--- config.mk ---
export PLATFORM = sky130hd
export DESIGN_NAME = ring_leader_election_node_unit
export DESIGN_NICKNAME = d
export VERILOG_FILES = /design/src/rtl/rlen_pkg.sv /design/src/rtl/rlen_queue.sv /design/src/rtl/rlen_core.sv /design/src/rtl/ring_leader_election_node_unit.sv
export VERILOG_INCLUDE_DIRS = /design/src /design/src/rtl
export SDC_FILE = /design/constraint.sdc
export NUM_CORES = 1
export LEC_CHECK = 0
export BUFFER_PORTS_ARGS = -buffer_cell sky130_fd_sc_hd__buf_2
export CAP_MARGIN = 20
export CORE_UTILIZATION = 57
export DETAILED_ROUTE_END_ITERATION = 12
export PLACE_DENSITY = 0.73
export RECOVER_POWER = 25
export SETUP_SLACK_MARGIN = 0.1
export SYNTH_ARGS = -nofsm -noshare
export SYNTH_HDL_FRONTEND = slang
export SYNTH_HIERARCHICAL = 1
export SYNTH_SLANG_ARGS = --single-unit
--- constraint.sdc ---
create_clock -name clk -period 22.7 [get_ports clk]
set_clock_uncertainty 0.2 [all_clocks]
set_input_delay 2.27 -clock clk [delete_from_list [all_inputs] [get_ports clk]]
set_output_delay 2.27 -clock clk [all_outputs]
set_load 0.01 [all_outputs]
--- src/rtl/ring_leader_election_node_unit_assert.svh ---
// ----------------------------------------------------------------------------
// ring leader election node assertion macros
// clocked assertion wrappers, compiled out when NO_ASSERTIONS is defined
// ----------------------------------------------------------------------------
`ifndef RING_LEADER_ELECTION_NODE_UNIT_ASSERT_SVH
`define RING_LEADER_ELECTION_NODE_UNIT_ASSERT_SVH

`ifndef NO_ASSERTIONS

// property checked at every rising edge outside reset
`define RLEN_ASSERT(label, clk, rst_n, prop, msg) \
  label: assert property (@(posedge clk) disable iff (!rst_n) (prop)) else $error(msg);

// property checked at every rising edge, reset included
`define RLEN_ASSERT_ALWAYS(label, clk, prop, msg) \
  label: assert property (@(posedge clk) (prop)) else $error(msg);

`else

`define RLEN_ASSERT(label, clk, rst_n, prop, msg)
`define RLEN_ASSERT_ALWAYS(label, clk, prop, msg)

`endif

`endif

--- src/rtl/rlen_pkg.sv ---
// ----------------------------------------------------------------------------
// rlen_pkg
// shared types and codes of the ring leader election node
// ----------------------------------------------------------------------------
package rlen_pkg;

  // width of message values, ids and addresses on the ports
  localparam int VALUE_W = 16;
  localparam int CFG_IDX_W = 2;

  // request codes carried in in_tuser
  typedef enum logic [1:0] {
    REQ_ELECTION = 2'd0,
    REQ_SHUTDOWN = 2'd1,
    REQ_TICK     = 2'd2,
    REQ_START    = 2'd3
  } req_e_t;

  // node status, one-hot
  typedef enum logic [2:0] {
    ST_ACTIVE  = 3'b001,
    ST_PASSIVE = 3'b010,
    ST_LEADER  = 3'b100
  } node_state_t;

  // reported status codes
  localparam logic [1:0] STATUS_ACTIVE  = 2'd0;
  localparam logic [1:0] STATUS_PASSIVE = 2'd1;
  localparam logic [1:0] STATUS_LEADER  = 2'd2;

  // message kinds and sides
  localparam logic KIND_ELECTION = 1'b0;
  localparam logic KIND_SHUTDOWN = 1'b1;
  localparam logic SIDE_LEFT     = 1'b0;
  localparam logic SIDE_RIGHT    = 1'b1;

  // configuration register indexes
  localparam logic [CFG_IDX_W-1:0] CFG_OWN_ID     = 2'd0;
  localparam logic [CFG_IDX_W-1:0] CFG_OWN_ADDR   = 2'd1;
  localparam logic [CFG_IDX_W-1:0] CFG_RIGHT_ADDR = 2'd2;

  // configuration values
  typedef struct packed {
    logic [VALUE_W-1:0] own_id;
    logic [VALUE_W-1:0] own_addr;
    logic [VALUE_W-1:0] right_addr;
  } cfg_t;

  // one queued election message
  typedef struct packed {
    logic               right;
    logic [VALUE_W-1:0] value;
    logic               parity;
  } msg_t;

  // queue requests from the node logic
  typedef struct packed {
    logic a_en;
    msg_t a;
    logic b_en;
    msg_t b;
    logic pop;
  } q_req_t;

  // queue head as seen by the node logic
  typedef struct packed {
    logic has_msg;
    msg_t head;
  } q_stat_t;

  // one result item
  typedef struct packed {
    logic               send_valid;
    logic               send_right;
    logic               send_kind;
    logic [VALUE_W-1:0] send_value;
    logic               send_parity;
    logic [1:0]         node_status;
    logic               finished;
    logic               queue_overflow;
  } result_t;

endpackage

--- src/rtl/rlen_queue.sv ---
// ----------------------------------------------------------------------------
// rlen_queue
// send queue: fills the lowest free slots, sends from the lowest occupied one
// ----------------------------------------------------------------------------
`include "ring_leader_election_node_unit_assert.svh"

module rlen_queue
  import rlen_pkg::*;
#(
  parameter int QUEUE_SLOTS = 8,
  parameter int ID_BITS     = 16
) (
  input  logic    clk,
  input  logic    rst_n,
  input  q_req_t  q_req,
  output q_stat_t q_stat,
  output logic    q_drop
);

  localparam int ID_W  = (ID_BITS < VALUE_W) ? ID_BITS : VALUE_W;
  localparam int IDX_W = (QUEUE_SLOTS > 1) ? $clog2(QUEUE_SLOTS) : 1;

  logic [QUEUE_SLOTS-1:0] valid_r;
  logic [QUEUE_SLOTS-1:0] valid_nxt;
  logic                   slot_right_r [QUEUE_SLOTS];
  logic [ID_W-1:0]        slot_id_r    [QUEUE_SLOTS];
  logic                   slot_par_r   [QUEUE_SLOTS];

  logic [QUEUE_SLOTS-1:0] free2_mask;
  logic [IDX_W-1:0]       free1_idx;
  logic [IDX_W-1:0]       free2_idx;
  logic [IDX_W-1:0]       pick_idx;
  logic [IDX_W-1:0]       b_idx;
  logic                   free1_found;
  logic                   free2_found;
  logic                   pick_found;
  logic                   b_found;
  logic                   a_wr;
  logic                   b_wr;

  // lowest free slot, lowest occupied slot
  always_comb begin
    free1_idx   = '0;
    free1_found = 1'b0;
    pick_idx    = '0;
    pick_found  = 1'b0;
    for (int i = QUEUE_SLOTS - 1; i >= 0; i--) begin
      if (!valid_r[i]) begin
        free1_idx   = IDX_W'(i);
        free1_found = 1'b1;
      end
      if (valid_r[i]) begin
        pick_idx   = IDX_W'(i);
        pick_found = 1'b1;
      end
    end
  end

  // second lowest free slot
  always_comb begin
    free2_mask = ~valid_r;
    free2_mask[free1_idx] = 1'b0;
    free2_idx   = '0;
    free2_found = 1'b0;
    for (int i = QUEUE_SLOTS - 1; i >= 0; i--) begin
      if (free2_mask[i]) begin
        free2_idx   = IDX_W'(i);
        free2_found = 1'b1;
      end
    end
  end

  // slot targets and drop flag
  always_comb begin
    b_idx   = q_req.a_en ? free2_idx : free1_idx;
    b_found = q_req.a_en ? free2_found : free1_found;
    a_wr    = q_req.a_en && free1_found;
    b_wr    = q_req.b_en && b_found;
    q_drop  = (q_req.a_en && !free1_found) || (q_req.b_en && !b_found);
  end

  // valid bits
  always_comb begin
    valid_nxt = valid_r;
    if (q_req.pop) begin
      valid_nxt[pick_idx] = 1'b0;
    end
    if (a_wr) begin
      valid_nxt[free1_idx] = 1'b1;
    end
    if (b_wr) begin
      valid_nxt[b_idx] = 1'b1;
    end
  end

  always_ff @(posedge clk) begin
    if (!rst_n) begin
      valid_r <= '0;
    end else begin
      valid_r <= valid_nxt;
    end
  end

  // slot payload, no reset
  always_ff @(posedge clk) begin
    if (a_wr) begin
      slot_right_r[free1_idx] <= q_req.a.right;
      slot_id_r[free1_idx]    <= q_req.a.value[ID_W-1:0];
      slot_par_r[free1_idx]   <= q_req.a.parity;
    end
    if (b_wr) begin
      slot_right_r[b_idx] <= q_req.b.right;
      slot_id_r[b_idx]    <= q_req.b.value[ID_W-1:0];
      slot_par_r[b_idx]   <= q_req.b.parity;
    end
  end

  // head of the queue
  always_comb begin
    q_stat.has_msg     = pick_found;
    q_stat.head.right  = slot_right_r[pick_idx];
    q_stat.head.value  = VALUE_W'(slot_id_r[pick_idx]);
    q_stat.head.parity = slot_par_r[pick_idx];
  end

  // checks
  `RLEN_ASSERT(a_pop_needs_msg, clk, rst_n, q_req.pop |-> pick_found, "pop from empty queue")
  `RLEN_ASSERT(a_drop_when_full, clk, rst_n, q_drop |=> ($past(valid_r) == valid_r) || $past(a_wr), "drop changed the queue")

endmodule

--- src/rtl/rlen_core.sv ---
// ----------------------------------------------------------------------------
// rlen_core
// election state of the node and the decision made for each transaction
// ----------------------------------------------------------------------------
`include "ring_leader_election_node_unit_assert.svh"

module rlen_core
  import rlen_pkg::*;
#(
  parameter int ID_BITS = 16
) (
  input  logic               clk,
  input  logic               rst_n,
  input  logic               fire,
  input  cfg_t               cfg,
  input  logic [1:0]         req_type,
  input  logic               from_right,
  input  logic [VALUE_W-1:0] msg_value,
  input  logic               msg_parity,
  input  logic               link_ready,
  input  q_stat_t            q_stat,
  input  logic               q_drop,
  output q_req_t             q_req,
  output result_t            result
);

  localparam int ID_W = (ID_BITS < VALUE_W) ? ID_BITS : VALUE_W;

  node_state_t     state_r, state_nxt;
  logic            parity_r, parity_nxt;
  logic [1:0]      echo_r, echo_nxt;
  logic            done_r, done_nxt;
  logic [ID_W-1:0] heard_r   [4];
  logic [ID_W-1:0] heard_nxt [4];

  logic [ID_W-1:0] me;
  logic [ID_W-1:0] id;
  logic [ID_W-1:0] hl;
  logic [ID_W-1:0] hr;
  logic [ID_W-1:0] nl;
  logic [ID_W-1:0] nr;
  q_req_t          req;
  req_e_t          req_code;

  function automatic logic [1:0] status_code(node_state_t s);
    logic [1:0] code;
    unique case (s)
      ST_ACTIVE:  code = STATUS_ACTIVE;
      ST_PASSIVE: code = STATUS_PASSIVE;
      ST_LEADER:  code = STATUS_LEADER;
      default:    code = STATUS_ACTIVE;
    endcase
    return code;
  endfunction

  assign me       = cfg.own_id[ID_W-1:0];
  assign id       = msg_value[ID_W-1:0];
  assign req_code = req_e_t'(req_type);
  assign hl       = heard_r[{parity_r, SIDE_LEFT}];
  assign hr       = heard_r[{parity_r, SIDE_RIGHT}];
  assign nl       = heard_r[{~parity_r, SIDE_LEFT}];
  assign nr       = heard_r[{~parity_r, SIDE_RIGHT}];

  // decision for one transaction
  always_comb begin
    state_nxt  = state_r;
    parity_nxt = parity_r;
    echo_nxt   = echo_r;
    done_nxt   = done_r;
    for (int i = 0; i < 4; i++) begin
      heard_nxt[i] = heard_r[i];
    end
    req    = '0;
    result = '0;
    unique case (req_code)
      REQ_ELECTION: begin
        if (id == me) begin
          echo_nxt = (echo_r != 2'd3) ? echo_r + 2'd1 : echo_r;
          if (echo_nxt == 2'd2) begin
            state_nxt         = ST_LEADER;
            result.send_valid = 1'b1;
            result.send_right = SIDE_RIGHT;
            result.send_kind  = KIND_SHUTDOWN;
            result.send_value = cfg.own_addr;
          end
        end else if (state_r == ST_PASSIVE) begin
          // relay to the opposite side
          req.a_en     = 1'b1;
          req.a.right  = ~from_right;
          req.a.value  = VALUE_W'(id);
          req.a.parity = msg_parity;
        end else if (state_r == ST_ACTIVE) begin
          heard_nxt[{msg_parity, from_right}] = id;
        end
      end
      REQ_SHUTDOWN: begin
        if (msg_value != cfg.right_addr) begin
          result.send_valid = 1'b1;
          result.send_right = SIDE_RIGHT;
          result.send_kind  = KIND_SHUTDOWN;
          result.send_value = msg_value;
        end
        done_nxt = 1'b1;
      end
      REQ_TICK: begin
        if (q_stat.has_msg) begin
          if (link_ready) begin
            result.send_valid  = 1'b1;
            result.send_right  = q_stat.head.right;
            result.send_kind   = KIND_ELECTION;
            result.send_value  = q_stat.head.value;
            result.send_parity = q_stat.head.parity;
            req.pop            = 1'b1;
          end
        end else if (state_r == ST_ACTIVE && hl != '0 && hr != '0) begin
          parity_nxt = ~parity_r;
          if (me > hl && me > hr) begin
            // won this round: announce both ways
            heard_nxt[{parity_r, SIDE_LEFT}]  = '0;
            heard_nxt[{parity_r, SIDE_RIGHT}] = '0;
            req.a_en     = 1'b1;
            req.a.right  = SIDE_LEFT;
            req.a.value  = VALUE_W'(me);
            req.a.parity = ~parity_r;
            req.b_en     = 1'b1;
            req.b.right  = SIDE_RIGHT;
            req.b.value  = VALUE_W'(me);
            req.b.parity = ~parity_r;
          end else begin
            // lost: go passive, pass on next-round ids already heard
            state_nxt    = ST_PASSIVE;
            req.a_en     = (nl != '0);
            req.a.right  = SIDE_RIGHT;
            req.a.value  = VALUE_W'(nl);
            req.a.parity = ~parity_r;
            req.b_en     = (nr != '0);
            req.b.right  = SIDE_LEFT;
            req.b.value  = VALUE_W'(nr);
            req.b.parity = ~parity_r;
          end
        end
      end
      REQ_START: begin
        if (state_r == ST_ACTIVE) begin
          req.a_en     = 1'b1;
          req.a.right  = SIDE_LEFT;
          req.a.value  = VALUE_W'(me);
          req.a.parity = parity_r;
          req.b_en     = 1'b1;
          req.b.right  = SIDE_RIGHT;
          req.b.value  = VALUE_W'(me);
          req.b.parity = parity_r;
        end
      end
      default: begin
      end
    endcase
    result.node_status    = status_code(state_nxt);
    result.finished       = done_nxt;
    result.queue_overflow = q_drop;
  end

  // queue requests only on an accepted transaction
  always_comb begin
    q_req      = req;
    q_req.a_en = req.a_en && fire;
    q_req.b_en = req.b_en && fire;
    q_req.pop  = req.pop && fire;
  end

  // state registers
  always_ff @(posedge clk) begin
    if (!rst_n) begin
      state_r  <= ST_ACTIVE;
      parity_r <= 1'b0;
      echo_r   <= 2'd0;
      done_r   <= 1'b0;
      for (int i = 0; i < 4; i++) begin
        heard_r[i] <= '0;
      end
    end else if (fire) begin
      state_r  <= state_nxt;
      parity_r <= parity_nxt;
      echo_r   <= echo_nxt;
      done_r   <= done_nxt;
      for (int i = 0; i < 4; i++) begin
        heard_r[i] <= heard_nxt[i];
      end
    end
  end

  // checks
  `RLEN_ASSERT(a_leader_has_echoes, clk, rst_n, (state_r == ST_LEADER) |-> (echo_r >= 2'd2), "leader without two echoes")
  `RLEN_ASSERT(a_parity_on_tick, clk, rst_n, ($past(rst_n) && (parity_r != $past(parity_r))) |-> $past(fire && (req_type == REQ_TICK)), "round parity moved off a tick")

endmodule

--- src/rtl/ring_leader_election_node_unit.sv ---
// ----------------------------------------------------------------------------
// ring_leader_election_node_unit
// one node of a bidirectional ring electing a leader by id comparison
// ----------------------------------------------------------------------------
// Each input transaction carries one request (election message, shutdown
// message, tick or start) and yields exactly one result transaction that
// says whether a message is sent, where, and the node status afterwards.
// The request code travels in in_tuser, the message kind of a sent message
// in out_tuser.
// Results are registered: a transaction accepted at one edge shows its result
// on the output register right after that edge.
// Throughput is one transaction per cycle while the receiver takes results; the
// node state update and the queue slot search are done in the same cycle as acceptance.
// When the receiver stalls, the result register holds and in_tready drops
// until out_tready frees it; in_tready stays high while a result is taken.
// Reset (rst_n low at a rising edge) puts the node in active status, clears
// heard ids, round parity, echo count, shutdown flag and queue valid bits,
// and loads own_id 1, own_addr 0, right_addr 0.
// Configuration writes are taken at any edge with cfg_wr_en high; they
// belong in idle periods.
// ----------------------------------------------------------------------------
module ring_leader_election_node_unit
  import rlen_pkg::*;
#(
  parameter int QUEUE_SLOTS = 8,
  parameter int ID_BITS     = 16
) (
  input  logic                 clk,
  input  logic                 rst_n,
  // input channel
  input  logic                 in_tvalid,
  output logic                 in_tready,
  // [0] from_right, [16:1] msg_value, [17] msg_parity, [18] link_ready
  input  logic [23:0]          in_tdata,
  // [1:0] req_type
  input  logic [1:0]           in_tuser,
  // result channel
  output logic                 out_tvalid,
  input  logic                 out_tready,
  // [0] send_valid, [1] send_right, [17:2] send_value, [18] send_parity,
  // [20:19] node_status, [21] finished, [22] queue_overflow
  output logic [23:0]          out_tdata,
  // [0] send_kind
  output logic                 out_tuser,
  // configuration write port
  input  logic                 cfg_wr_en,
  input  logic [CFG_IDX_W-1:0] cfg_index,
  input  logic [VALUE_W-1:0]   cfg_wdata
);

  logic    fire;
  cfg_t    cfg_r;
  q_req_t  q_req;
  q_stat_t q_stat;
  logic    q_drop;
  result_t result;
  result_t out_r;
  logic    out_valid_r;

  // accept while the result register is empty or being emptied
  assign in_tready = !out_valid_r || out_tready;
  assign fire      = in_tvalid && in_tready;

  // configuration registers
  always_ff @(posedge clk) begin
    if (!rst_n) begin
      cfg_r.own_id     <= VALUE_W'(1);
      cfg_r.own_addr   <= '0;
      cfg_r.right_addr <= '0;
    end else if (cfg_wr_en) begin
      unique case (cfg_index)
        CFG_OWN_ID:     cfg_r.own_id     <= cfg_wdata;
        CFG_OWN_ADDR:   cfg_r.own_addr   <= cfg_wdata;
        CFG_RIGHT_ADDR: cfg_r.right_addr <= cfg_wdata;
        default: begin
        end
      endcase
    end
  end

  rlen_core #(
    .ID_BITS (ID_BITS)
  ) u_core (
    .clk        (clk),
    .rst_n      (rst_n),
    .fire       (fire),
    .cfg        (cfg_r),
    .req_type   (in_tuser),
    .from_right (in_tdata[0]),
    .msg_value  (in_tdata[16:1]),
    .msg_parity (in_tdata[17]),
    .link_ready (in_tdata[18]),
    .q_stat     (q_stat),
    .q_drop     (q_drop),
    .q_req      (q_req),
    .result     (result)
  );

  rlen_queue #(
    .QUEUE_SLOTS (QUEUE_SLOTS),
    .ID_BITS     (ID_BITS)
  ) u_queue (
    .clk    (clk),
    .rst_n  (rst_n),
    .q_req  (q_req),
    .q_stat (q_stat),
    .q_drop (q_drop)
  );

  // result register
  always_ff @(posedge clk) begin
    if (!rst_n) begin
      out_valid_r <= 1'b0;
    end else if (fire) begin
      out_valid_r <= 1'b1;
    end else if (out_tready) begin
      out_valid_r <= 1'b0;
    end
  end

  always_ff @(posedge clk) begin
    if (fire) begin
      out_r <= result;
    end
  end

  // output packing
  assign out_tvalid = out_valid_r;
  assign out_tuser  = out_r.send_kind;
  assign out_tdata  = {1'b0, out_r.queue_overflow, out_r.finished, out_r.node_status,
                       out_r.send_parity, out_r.send_value, out_r.send_right,
                       out_r.send_valid};

  // checks
  `RLEN_ASSERT(a_fire_loads_result, clk, rst_n, fire |=> out_valid_r, "accepted transaction left no result")
  `RLEN_ASSERT_ALWAYS(a_reset_empties, clk, !rst_n |=> !out_valid_r, "result valid after reset")

endmodule
Yosys cells after proc, flatten, opt, wreduce, memory -nomap -nowiden
Memory sizes are Yosys's and may differ from the RTL's. A register that Yosys moved wholly into a read port is not among the register bits.
Cells that the tools add are included.
{"block": "classes", "order_cmp": 14, "muxes": 117, "n_eq_ne": 13, "n_addsub": 1, "reduce_logical": 35, "bitwise": 21}
{"cell": "64-bit 2-to-1 mux", "n": 6}
{"cell": "38-bit 2-to-1 mux", "n": 4}
{"cell": "64-bit bitwise AND", "n": 2}
{"cell": "64-bit inverter", "n": 2}
{"cell": "64-bit one-hot mux with 2 select lines", "n": 1}
{"cell": "19-bit one-hot mux with 3 select lines", "n": 2}
{"cell": "16-bit 2-to-1 mux", "n": 7}
{"cell": "16-bit demux with 2-bit select", "n": 3}
{"cell": "19-bit 2-to-1 mux", "n": 5}
{"cell": "3-bit 2-to-1 mux", "n": 30}
{"cell": "64-bit bitwise mux", "n": 1}
{"cell": "16-bit nonzero test", "n": 4}
{"cell": "1-bit 2-to-1 mux", "n": 42}
{"cell": "20-bit 2-to-1 mux", "n": 2}
{"cell": "19-bit one-hot mux with 2 select lines", "n": 1}
{"cell": "16-bit > comparator", "n": 2}
{"cell": "8-bit 2-to-1 mux", "n": 3}
{"cell": "8-bit inverter", "n": 3}
{"cell": "1-bit logical AND", "n": 17}
{"cell": "8-bit bitwise AND", "n": 2}
{"cell": "16-bit equality test", "n": 1}
{"cell": "16-bit != test", "n": 1}
{"cell": "8-bit bitwise OR", "n": 2}
{"cell": "3-bit by 4-bit < comparator with 1-bit output, second input constant", "n": 3}
{"cell": "other kinds (24)", "n": 55}
{"block": "word_totals", "elab_cells": 222, "ramBits": 208, "ff_bits": 88, "output_inout_bits": 27, "mem_count": 4, "in_bits": 49}
{"name": "u_queue.slot_id_r", "words": 8, "word_bits": 16, "read_ports": 1, "rd_ports_with_merged_regs": 0, "wr": 2, "line_no": "rlen_queue.sv:26", "rtl": "logic [ID_W-1:0] slot_id_r [QUEUE_SLOTS];"}
{"name": "u_core.heard_r", "words": 4, "word_bits": 16, "read_ports": 8, "rd_ports_with_merged_regs": 2, "wr": 4, "line_no": "rlen_core.sv:33", "rtl": "logic [ID_W-1:0] heard_r [4];"}
{"name": "u_queue.slot_par_r", "words": 8, "word_bits": 1, "read_ports": 1, "rd_ports_with_merged_regs": 0, "wr": 2, "line_no": "rlen_queue.sv:27", "rtl": "logic slot_par_r [QUEUE_SLOTS];"}
{"name": "u_queue.slot_right_r", "words": 8, "word_bits": 1, "read_ports": 1, "rd_ports_with_merged_regs": 0, "wr": 2, "line_no": "rlen_queue.sv:25", "rtl": "logic slot_right_r [QUEUE_SLOTS];"}

Longest topological paths before layout
Gate-level depths: netlist (run 1).
{"block": "logic_depth", "word_depth": 29, "depth_mapped": 19, "ltp_nobuf": 15}

Hierarchy
The synthesis (run 1) kept the hierarchy.
{"mod": "rlen_queue", "n_inst": 1, "cells_per_inst": 708, "area_each_um2": 8256.7}
{"mod": "rlen_core", "n_inst": 1, "cells_per_inst": 631, "area_each_um2": 5963.2}
{"mod": "ring_leader_election_node_unit", "n_inst": 1, "cells_per_inst": 208, "area_each_um2": 2621.3}

Worst setup path after synthesis (run 1)
Ideal clock, no wire load.
{"block": "synth_timing", "path_type": "input -> register", "start": "input port out_tready", "end": "memory u_core/heard_r[0][0] (netlist name) (enable)", "arrival_ps": 10058, "setup_time_ps": 661, "path_stages": 5, "path_slack_ps": 11781, "path_cell_list": "nand2b_1 and2_1 clkbuf_1 nand2_1 o41ai_1"}
{"item": "start, declared", "line_no": "ring_leader_election_node_unit.sv:39", "rtl": "input logic out_tready,"}
{"item": "end, declared", "line_no": "rlen_core.sv:33"}

==> results of run 1 <==
-- cell families (layout without fill, tap and decap cells) --
| group | after synthesis | after routing | synth area share, % |
|---|---|---|---|
| mux | 258 | 258 | 16.7 |
| fa+ha+maj | 32 | 32 | 2.38 |
| buf+inv | 151 | 190 | 4.46 |
| compound gates | 279 | 279 | 12.4 |
| xor+xnor | 34 | 34 | 1.77 |
| flops | 297 | 297 | 49.1 |
| simple gates | 495 | 495 | 13.2 |
| other cells | 1 | 3 | 0.0223 |
-- worst max-delay path, stage by stage --
cell and delay, ns:
buf_2 0.07, nand2b_1 0.12, and2_2 0.14, clkbuf_1 1.51, nand3_1 0.34, o21ai_0 0.33, buf_4 0.24, nand2_1 0.17
nor2_1 0.34, a2111oi_0 0.22, a31oi_1 0.36, nand3_1 0.63, buf_4 0.46, o21ai_2 0.08, buf_4 0.34
-- flip-flops by register name, indices dropped and copies added (netlist names), named ones only --
name                  cells
u_core/state_r            3
u_queue/slot_id_r       128
u_queue/slot_right_r      8
out_tdata                23
u_core/done_r             1
u_queue/valid_r           8
u_queue/slot_par_r        8
out_tvalid                1
u_core/heard_r           64
cfg_r                    48
u_core/echo_r             2
out_tuser                 1
u_core/parity_r           1
-- how the worst max path moves through the flow --
stage | slack [ns] | cells past startpoint | to | startpoint
after global placement | 14.67 | 15 | u_queue/slot_id_r[3][8] | in_tdata[7]
after global routing | 14.82 | 14 | u_queue/slot_id_r[3][7] | out_tready
after detailed placement | 14.55 | 15 | u_queue/slot_id_r[3][10] | in_tdata[7]
final | 15.07 | 15 | u_queue/slot_id_r[0][3] | out_tready
after floorplan | 11.78 | 5 | u_core/heard_r[0][0] | out_tready
after CTS | 15.12 | 15 | u_queue/slot_id_r[3][11] | in_tdata[7]
-- synthesized netlist by cell type (3+ instances only) --
cell,count
a211oi_1,3
buf_4,6
a31o_2,3
a21o_1,6
ha_1,32
a221o_1,18
buf_6,8
buf_1,4
nand3b_1,3
mux2_2,136
a22oi_1,67
xnor2_1,32
o21ai_1,3
o21ai_0,18
nand2_1,239
a222oi_1,16
inv_1,27
a31oi_1,4
nor2b_1,6
mux2i_1,111
a21oi_1,66
o2bb2ai_1,16
nor4_1,17
buf_12,4
buf_2,29
nand3_1,55
nand2b_1,9
and3_1,5
edfxtp_1,232
a311o_1,18
and2_1,9
a21boi_0,3
dfxtp_1,65
nor3_1,7
clkbuf_1,71
mux2_4,11
o211ai_1,5
nor2_1,108
o21a_1,7
nand4_1,19
-- through the flow --
stage | area [µm²] | hold slack (ns) | worst slack (ns) | instances
6_report | 18300 | 0.269 | 15.07 | 1972
3_5_place_dp | 17400 | 0.245 | 14.55 | 1908
2_1_floorplan | 16800 | 0.228 | 11.78 | 1547
4_1_cts | 18300 | 0.260 | 15.12 | 1963
5_1_grt | 18300 | 0.271 | 14.82 | 1970
3_3_place_gp | 17300 | 0.239 | 14.67 | 1905
-- layout make-up --
type / count / area share [%]
sequential: 297 / 45.2
multi-input combinational: 1099 / 43.1
clock buffer: 35 / 4.31
timing repair buffer: 106 / 3.35
tap: 384 / 2.63
clock inverter: 20 / 0.807
inverter: 29 / 0.595
antenna: 2 / 0.0273
-- layer usage --
metal | wire length [µm] | share of wire (%)
met5 | 0 | 0
met4 | 2000 | 4.1
met3 | 4450 | 9.2
met2 | 22800 | 47
met1 | 19100 | 39
-- report_power, final --
group / internal [mW] / switching (mW) / leakage [nW]
Sequential: 0.610 / 0.0197 / 2.79
Combinational: 0.0619 / 0.102 / 3.64
Clock: 0.260 / 0.211 / 0.462
Total: 0.933 / 0.333 / 6.89
==> summary by stage, run 1 <==
Run status
The run finished, with violations left. The final reports fail on max-capacitance violations, max-slew violations.

Layout
The final net count is 1644. In the layout the commonest cells are 239 x nand2_1, 232 x edfxtp_1, 136 x mux2_2. The final core area utilization is 63.4%. Registers take around 0.0083 mm². The layout cell share with drive strength beyond 1 is a little under a fifth. The area growth from synthesis to layout is 8.66%.

The library cell used most frequently in the layout, excluding fill and tap cells, is nand2_1. The layout has roughly 2300 filler cells. The multi-input combinational cells in the finished layout cover a total of around 0.0079 mm².

Floorplan
The standard-cell row count is just over 60. The count of boundary I/O pins is 76. The floorplan step defined a core boundary enclosing just under 0.03 mm². From left edge to right edge, the die measures 174 µm. The die covers 0.0302 mm². In this run the vertical extent of the chip is ~170 µm. The starting density of the core is approximately three fifths.

Clock tree
TritonCTS built the clock tree. The number of buffers inserted by post-CTS setup repair is 0. The number of buffers added by the clock tree synthesis step is 30. The clock latency reported for the late side of the worst-skew pair is 0.58 ns. The H-tree depth is 1.

The clock-pin slew reported for the worst setup and hold paths after clock tree synthesis is about 0.07 ns. The number of clock sinks is 297. Hold repair after CTS inserted 0 buffers. The clock root buffer is clkbuf_16. The post-cts resize count is 0. The clock passes through at most 3 buffers.

Route
Summing over every cut layer, the via total after detailed routing is 13000. In this run the remaining antenna-violating nets after routing total 0. The iteration-0 DRC count of the detailed router is around 1700. In the final routed layout, each cell accounts on average for roughly 25 µm. The number of remaining DRC errors is 0. The total iterations of the first detailed-routing run is 10. The mean number of vias per cell is about 6.6. The final wirelength is 48300 µm.

STA
The smallest clock period supported by the final layout is computed as ~7.6 ns. The share of the cycle needed by the critical path after routing is between 30% and 40%. Setup repair after global routing left no endpoint under its margin. The number of pins with negative max-slew slack in the final report is around 150. Setup violations remaining at the end of the flow were counted as 0. The worst slew margin relative to its limit is -82.7%. For this run, the top clock speed supported by timing is 131 MHz. Setup total negative slack on the finished layout was measured at 0 ns. The slew at the pin closest to its max-slew limit is 2.74 ns.

The count of final hold-check violations is 0.

GRT
The number of antenna violations at the first check in global routing came to 0. The total grt overflow is 0. The number of global-route vias before repair was about 12000. Global routing consumed, on the met2 layer, between 50% and 60% of the routing resources.

For this run, global-route usage on met1 was measured as a little over two fifths. Entering global routing, the biggest net connects 67 pins. The first global-routing pass estimated just over 70000 µm of wire. The layer with the highest usage is met2. Global routing consumed, on the met3 layer, a little over 4% of the routing resources. Global routing consumed, over all layers together, between 30% and 40% of the routing resources.

Critical path
The required time at the worst-slack endpoint is ~23 ns. The startpoint type of the worst setup path is a primary input. The largest fanout of any net on the critical path is 37.

The sort of element at the end of the critical path is a flip-flop. The endpoint identified for the worst register-to-register timing path is u_queue/slot_id_r[3][7]. STA puts the critical path data arrival time at around 7.7 ns. The register-to-register setup slack is roughly 16 ns. For the worst flop-to-flop path, the logic depth is 17. The category of the critical setup timing path is primary input to flip-flop.

Logic synthesis
The cell taking the most area after synthesis is edfxtp_1. The number of distinct library cells after synthesis is 78. Counting flops and latches in the post-synthesis netlist gives 297. The total nets after synthesis is 1628. The mapped cell area is approximately 0.017 mm². Sequential elements use between 40% and 50% of the synthesized area. The most frequently used flop master after synthesis is edfxtp_1. The async set or reset register ratio after synthesis is 0%.

The share of the synthesized area in the top cell type is between 40% and 50%. The Yosys warning count is 6. A synthesized cell averages between 10 and 15 µm². The post-synthesis cell count is approximately 1500. The number of enable flip-flop cells after synthesis is 232. Ranked by total cell area, the synthesized netlist is headed by edfxtp_1 41%, mux2_2 9.1%, dfxtp_1 7.7%.

Place
Once detailed placement completed, the half-perimeter wirelength came to roughly 32000 µm. The final estimated routing congestion in global placement is 0.942. During placement, the flow inserted port buffers numbering 69.

Flow run
Across the run, the number of max-cap violations was 3.

Min path
The worst hold path terminates at u_core/done_r. The worst hold path was traced through 2 stages. The startpoint identified for the worst hold timing path is u_core/done_r.

In this run the worst hold path is classified as flip-flop to flip-flop.

Pwr
For this design the static power due to leakage is roughly 6.9 nW. Power comes to 1.27 mW. The maximum ir drop on the vdd rail is about 0.00006 V.

The total power divided by cell area is roughly 70 mW/mm².
(Power assumes the default switching activity.)
==> inputs of run 2 (changes only) <==
- ABC_AREA: not set -> 1
- PLACE_DENSITY: 0.73 -> 0.75
- clock period: 22.7 -> 6.3 ns (I/O delays scaled with it)
==> summary by stage, run 2 <==
Logic synthesis
The async set or reset register ratio after synthesis is 0%. Of the post-synthesis cell area, the dominant cell type holds 37.8%. Summed over all instances, the cell type with the most area after synthesis is edfxtp_1.

The number of distinct library cells after synthesis is 45. The Yosys warning count is 6. The synthesized netlist devotes between 10% and 20% of its cell area to compound gates. Of the total synthesized cell area, the portion taken by full adders, half adders and majority gates is roughly 2.2%.

Sorting the synthesized cells by area gives the leading types as edfxtp_1 38%, nand2_1 15%, dfxtp_1 7.1%. The most frequently used flop master after synthesis is edfxtp_1. Of the total synthesized cell area, the portion taken by AND, OR, NAND and NOR gates is between 20% and 30%. Averaged over all synthesized cells, the footprint is 7.52 µm². The synthesized design contains ~300 register bits.

The number of nets handed over by synthesis was about 2500. The share of synthesized area occupied by flip-flops and latches is between 40% and 50%. The commonest cells after synthesis are 761 x nand2_1, 262 x inv_1, 232 x edfxtp_1, 220 x nor2_1, 204 x o21ai_0. The number of enable flip-flop cells after synthesis is 232.

The largest family of logic cells by synthesized area is simple AND/OR/NAND/NOR gates. The mapped cell area is between 0.015 and 0.02 mm². The portion of netlist area occupied by mux cells is 0%. After Yosys synthesis, XOR and XNOR cells account for ~1.5% of the synthesized area. The post-synthesis cell count is 2450. The cell with the most instances after synthesis is nand2_1.

Layout
At the end of the flow the core is filled with cells to between 60 and 70%. The area growth from synthesis to final layout is 7.21%. The layout cell share with drive strength beyond 1 is roughly 8%. The final non-filler cell total is roughly 2900.

The final net count is approximately 2500. After routing the design area is about 0.02 mm². 0 antenna diodes ended up in the layout.

The largest registers in the layout are u_queue/slot_id_r: 128 flops, u_core/heard_r: 64 flops, cfg_r: 48 flops. The number of flip-flops under the largest register name is around 130. Leaving out fill and tap cells, the most frequent cell in the layout is nand2_1. Counting flops per register, the top entry is u_queue/slot_id_r. In the layout the commonest cells are 759 x nand2_1, 262 x inv_1, 232 x edfxtp_1.

Floorplan
The die is between 150 and 200 µm tall. The total core area is 0.0317 mm². The count of boundary I/O pins is 76. The initial utilization of the core area, before any placement, comes to 58.1%. The die outline width is 182 µm. The die covers between 0.03 and 0.04 mm².

The standard-cell row count is 65.

Place
At the end of routability-driven placement, the weighted congestion stood at just over 0.9. During placement, the flow inserted port buffers numbering 69. Counting tap cells, the placed design contains a total of between 2000 and 3000 instances. Summing all placed instances gives a cell area of 0.0187 mm². OpenSTA, run right after detailed placement, puts the worst setup slack at 1.16 ns. Once detailed placement completed, the half-perimeter wirelength came to 36900 µm.

STA
The highest clock rate is approximately 190 MHz. The worst hold margin is 0.184 ns. Once routing completed, OpenROAD measured the worst setup slack at 0.990 ns. The time the final worst path needs with I/O delays and setup is around 5.3 ns. The final setup violation count is 0. The total negative slack is 0 ns.

The number of pins with negative max-slew slack in the final report is 157. The final critical path takes up 84.3% of the cycle. The count of final hold-check violations came to 0. Setup repair after global routing left no endpoint under its margin. At the pin with the least slew margin, the transition time is about 3.1 ns.

The worst slew margin relative to its limit is -107%.

Clock tree
The number of buffers inserted by post-CTS setup repair is 0. The clock latency reported for the late side of the worst-skew pair is ~0.53 ns. TritonCTS built the clock tree. The number of buffers added by the clock tree synthesis step is 34. Buffers inserted to repair hold after CTS numbered 0. The clock root buffer is clkbuf_16. The clock tree buffer depth is 3. CTS saw roughly 300 sinks. After clock tree synthesis, the clock-pin slew on the worst setup and hold paths is around 0.06 ns. Post-CTS repair changed the size of 0 cells. CTS built an H-tree with a depth of 2.

Critical path
The worst register-to-register path has a setup slack of around 1 ns. The worst reg2reg path depth is 26. The stage delay of the slowest cell on the critical path is between 0.4 and 0.5 ns. The largest individual stage delay along the critical path comes from the cell buf_4. STA classifies the critical path endpoint as a flip-flop. In this run the worst path has a maximum fanout of between 40 and 50.

The startpoint type of the worst setup path is a flip-flop. The cell depth of the worst setup path is 26. The cell that appears most often on the critical path is nand2_1. In this design, the largest share of critical-path delay is due to simple AND/OR/NAND/NOR gates. The setup path with the least slack is of type flip-flop to flip-flop. The required time at the worst-slack endpoint is ~6.3 ns.

For the worst setup path, the data arrival time is 5.31 ns. Counting both buffers and inverters, the worst setup path holds a total of 5.

GRT
For this run, the total global-route usage over all layers was measured as between 30% and 40%. The number of antenna violations at the first check in global routing is 1. The global-route wire length before repair is ~84000 µm. The number of global-route vias before repair is between 15000 and 20000. After global routing the overflow that remains totals 0.

Entering global routing, the biggest net connects between 100 and 150 pins.

Min path
The min-delay analysis places its worst path in the category primary input to flip-flop. The launch instance of the worst min-delay path is in_tvalid. The worst hold path was traced through 3 stages.

Route
For this block, wires on met1 add up to 21400 µm. The iteration-0 DRC count of the detailed router is 1872. The total vias in the final route is 16700. The total iterations of the first detailed-routing run is 6. Wires add up to around 55000 µm. The average detailed-routed wire length per instance is slightly below 20 µm. The highest metal layer carrying signal wires in the routed design is met5. The mean number of vias per cell is 5.85. After detailed routing, the number of remaining DRC violations is 0.

The detailed-routed wire length on met3 is around 5600 µm. The met2 wire length is ~25000 µm. The antenna violation net count after detailed routing is 0.

Pwr
Overall power consumption after layout is estimated at about 5.1 mW. For this design the static power due to leakage is between 8 and 9 nW. The worst-case IR drop observed on VDD is ~0.00019 V. The total power divided by cell area is about 260 mW/mm².

Run status
The run finished, with violations left. The checks that failed: max-capacitance violations, max-slew violations.

Flow run
The max-cap violation count is 3.
run 2: cell types whose count changed after synthesis, sizes merged, moves of 111 or more:
cell   delta
nand2   +536
o21ai   +300
inv     +240
mux2    -147
nor2    +120
mux2i   -111
run 2: area by class of cell:
cell class / instances / area, µm²
clock buffer: 44 / 931
clock inverter: 17 / 126
fill: 2793 / 12000
inverter: 268 / 1010
multi-input combinational: 1731 / 8290
sequential: 297 / 8270
tap: 402 / 503
timing repair buffer: 104 / 632
run 2: power by group:
group | leakage, nW | internal (mW) | switching (mW)
Combinational | 5.26 | 0.264 | 0.609
Sequential | 2.74 | 2.24 | 0.0707
Clock | 0.524 | 1.09 | 0.824
Total | 8.53 | 3.59 | 1.50
run 2: kinds of logic (layout without fill, tap and decap cells):
logic type                 after synthesis  after routing
DFF                                    297            297
other                                    1              1
adders and majority gates               32             32
buffers and inverters                  422            433
and+or+nand+nor                       1163           1163
xor gates and xnor gates                32             32
AOI/OAI and AO/OA                      503            503
run 2: path summary, 6_finish.rpt:
kind / end
worst max register to register: u_queue/slot_id_r[6][2]
worst max-delay path: u_queue/slot_id_r[6][2]
worst min register to register: u_core/done_r
worst min-delay path: out_tvalid
run 2: layer usage:
| layer | global-route usage, % | vias up |
|---|---|---|
| met2 | 54.3 | 885 |
| met4 | 16.8 | 2 |
| met5 | 0 | - |
| li1 | - | 8027 |
| met3 | 6.34 | 185 |
| met1 | 41.9 | 7638 |
run 2: worst register-to-register path, stage by stage (launching register included):
cell	delay, ns
dfxtp_1	0.30
buf_4	0.44
nand2_1	0.14
o21ai_1	0.15
inv_1	0.07
ha_1	0.29
nand2_1	0.07
nor2_1	0.23
nand2_1	0.08
nor2_1	0.14
nand2_1	0.07
nand4_1	0.08
nand3_2	0.08
nand2_1	0.13
nand2_1	0.07
a21oi_1	0.37
inv_1	0.18
nor2_1	0.32
inv_1	0.12
nor2_4	0.15
nand2_1	0.07
nand2_2	0.08
nand3_2	0.10
nor2_2	0.11
nand2_1	0.41
nand2_1	0.18
buf_4	0.32
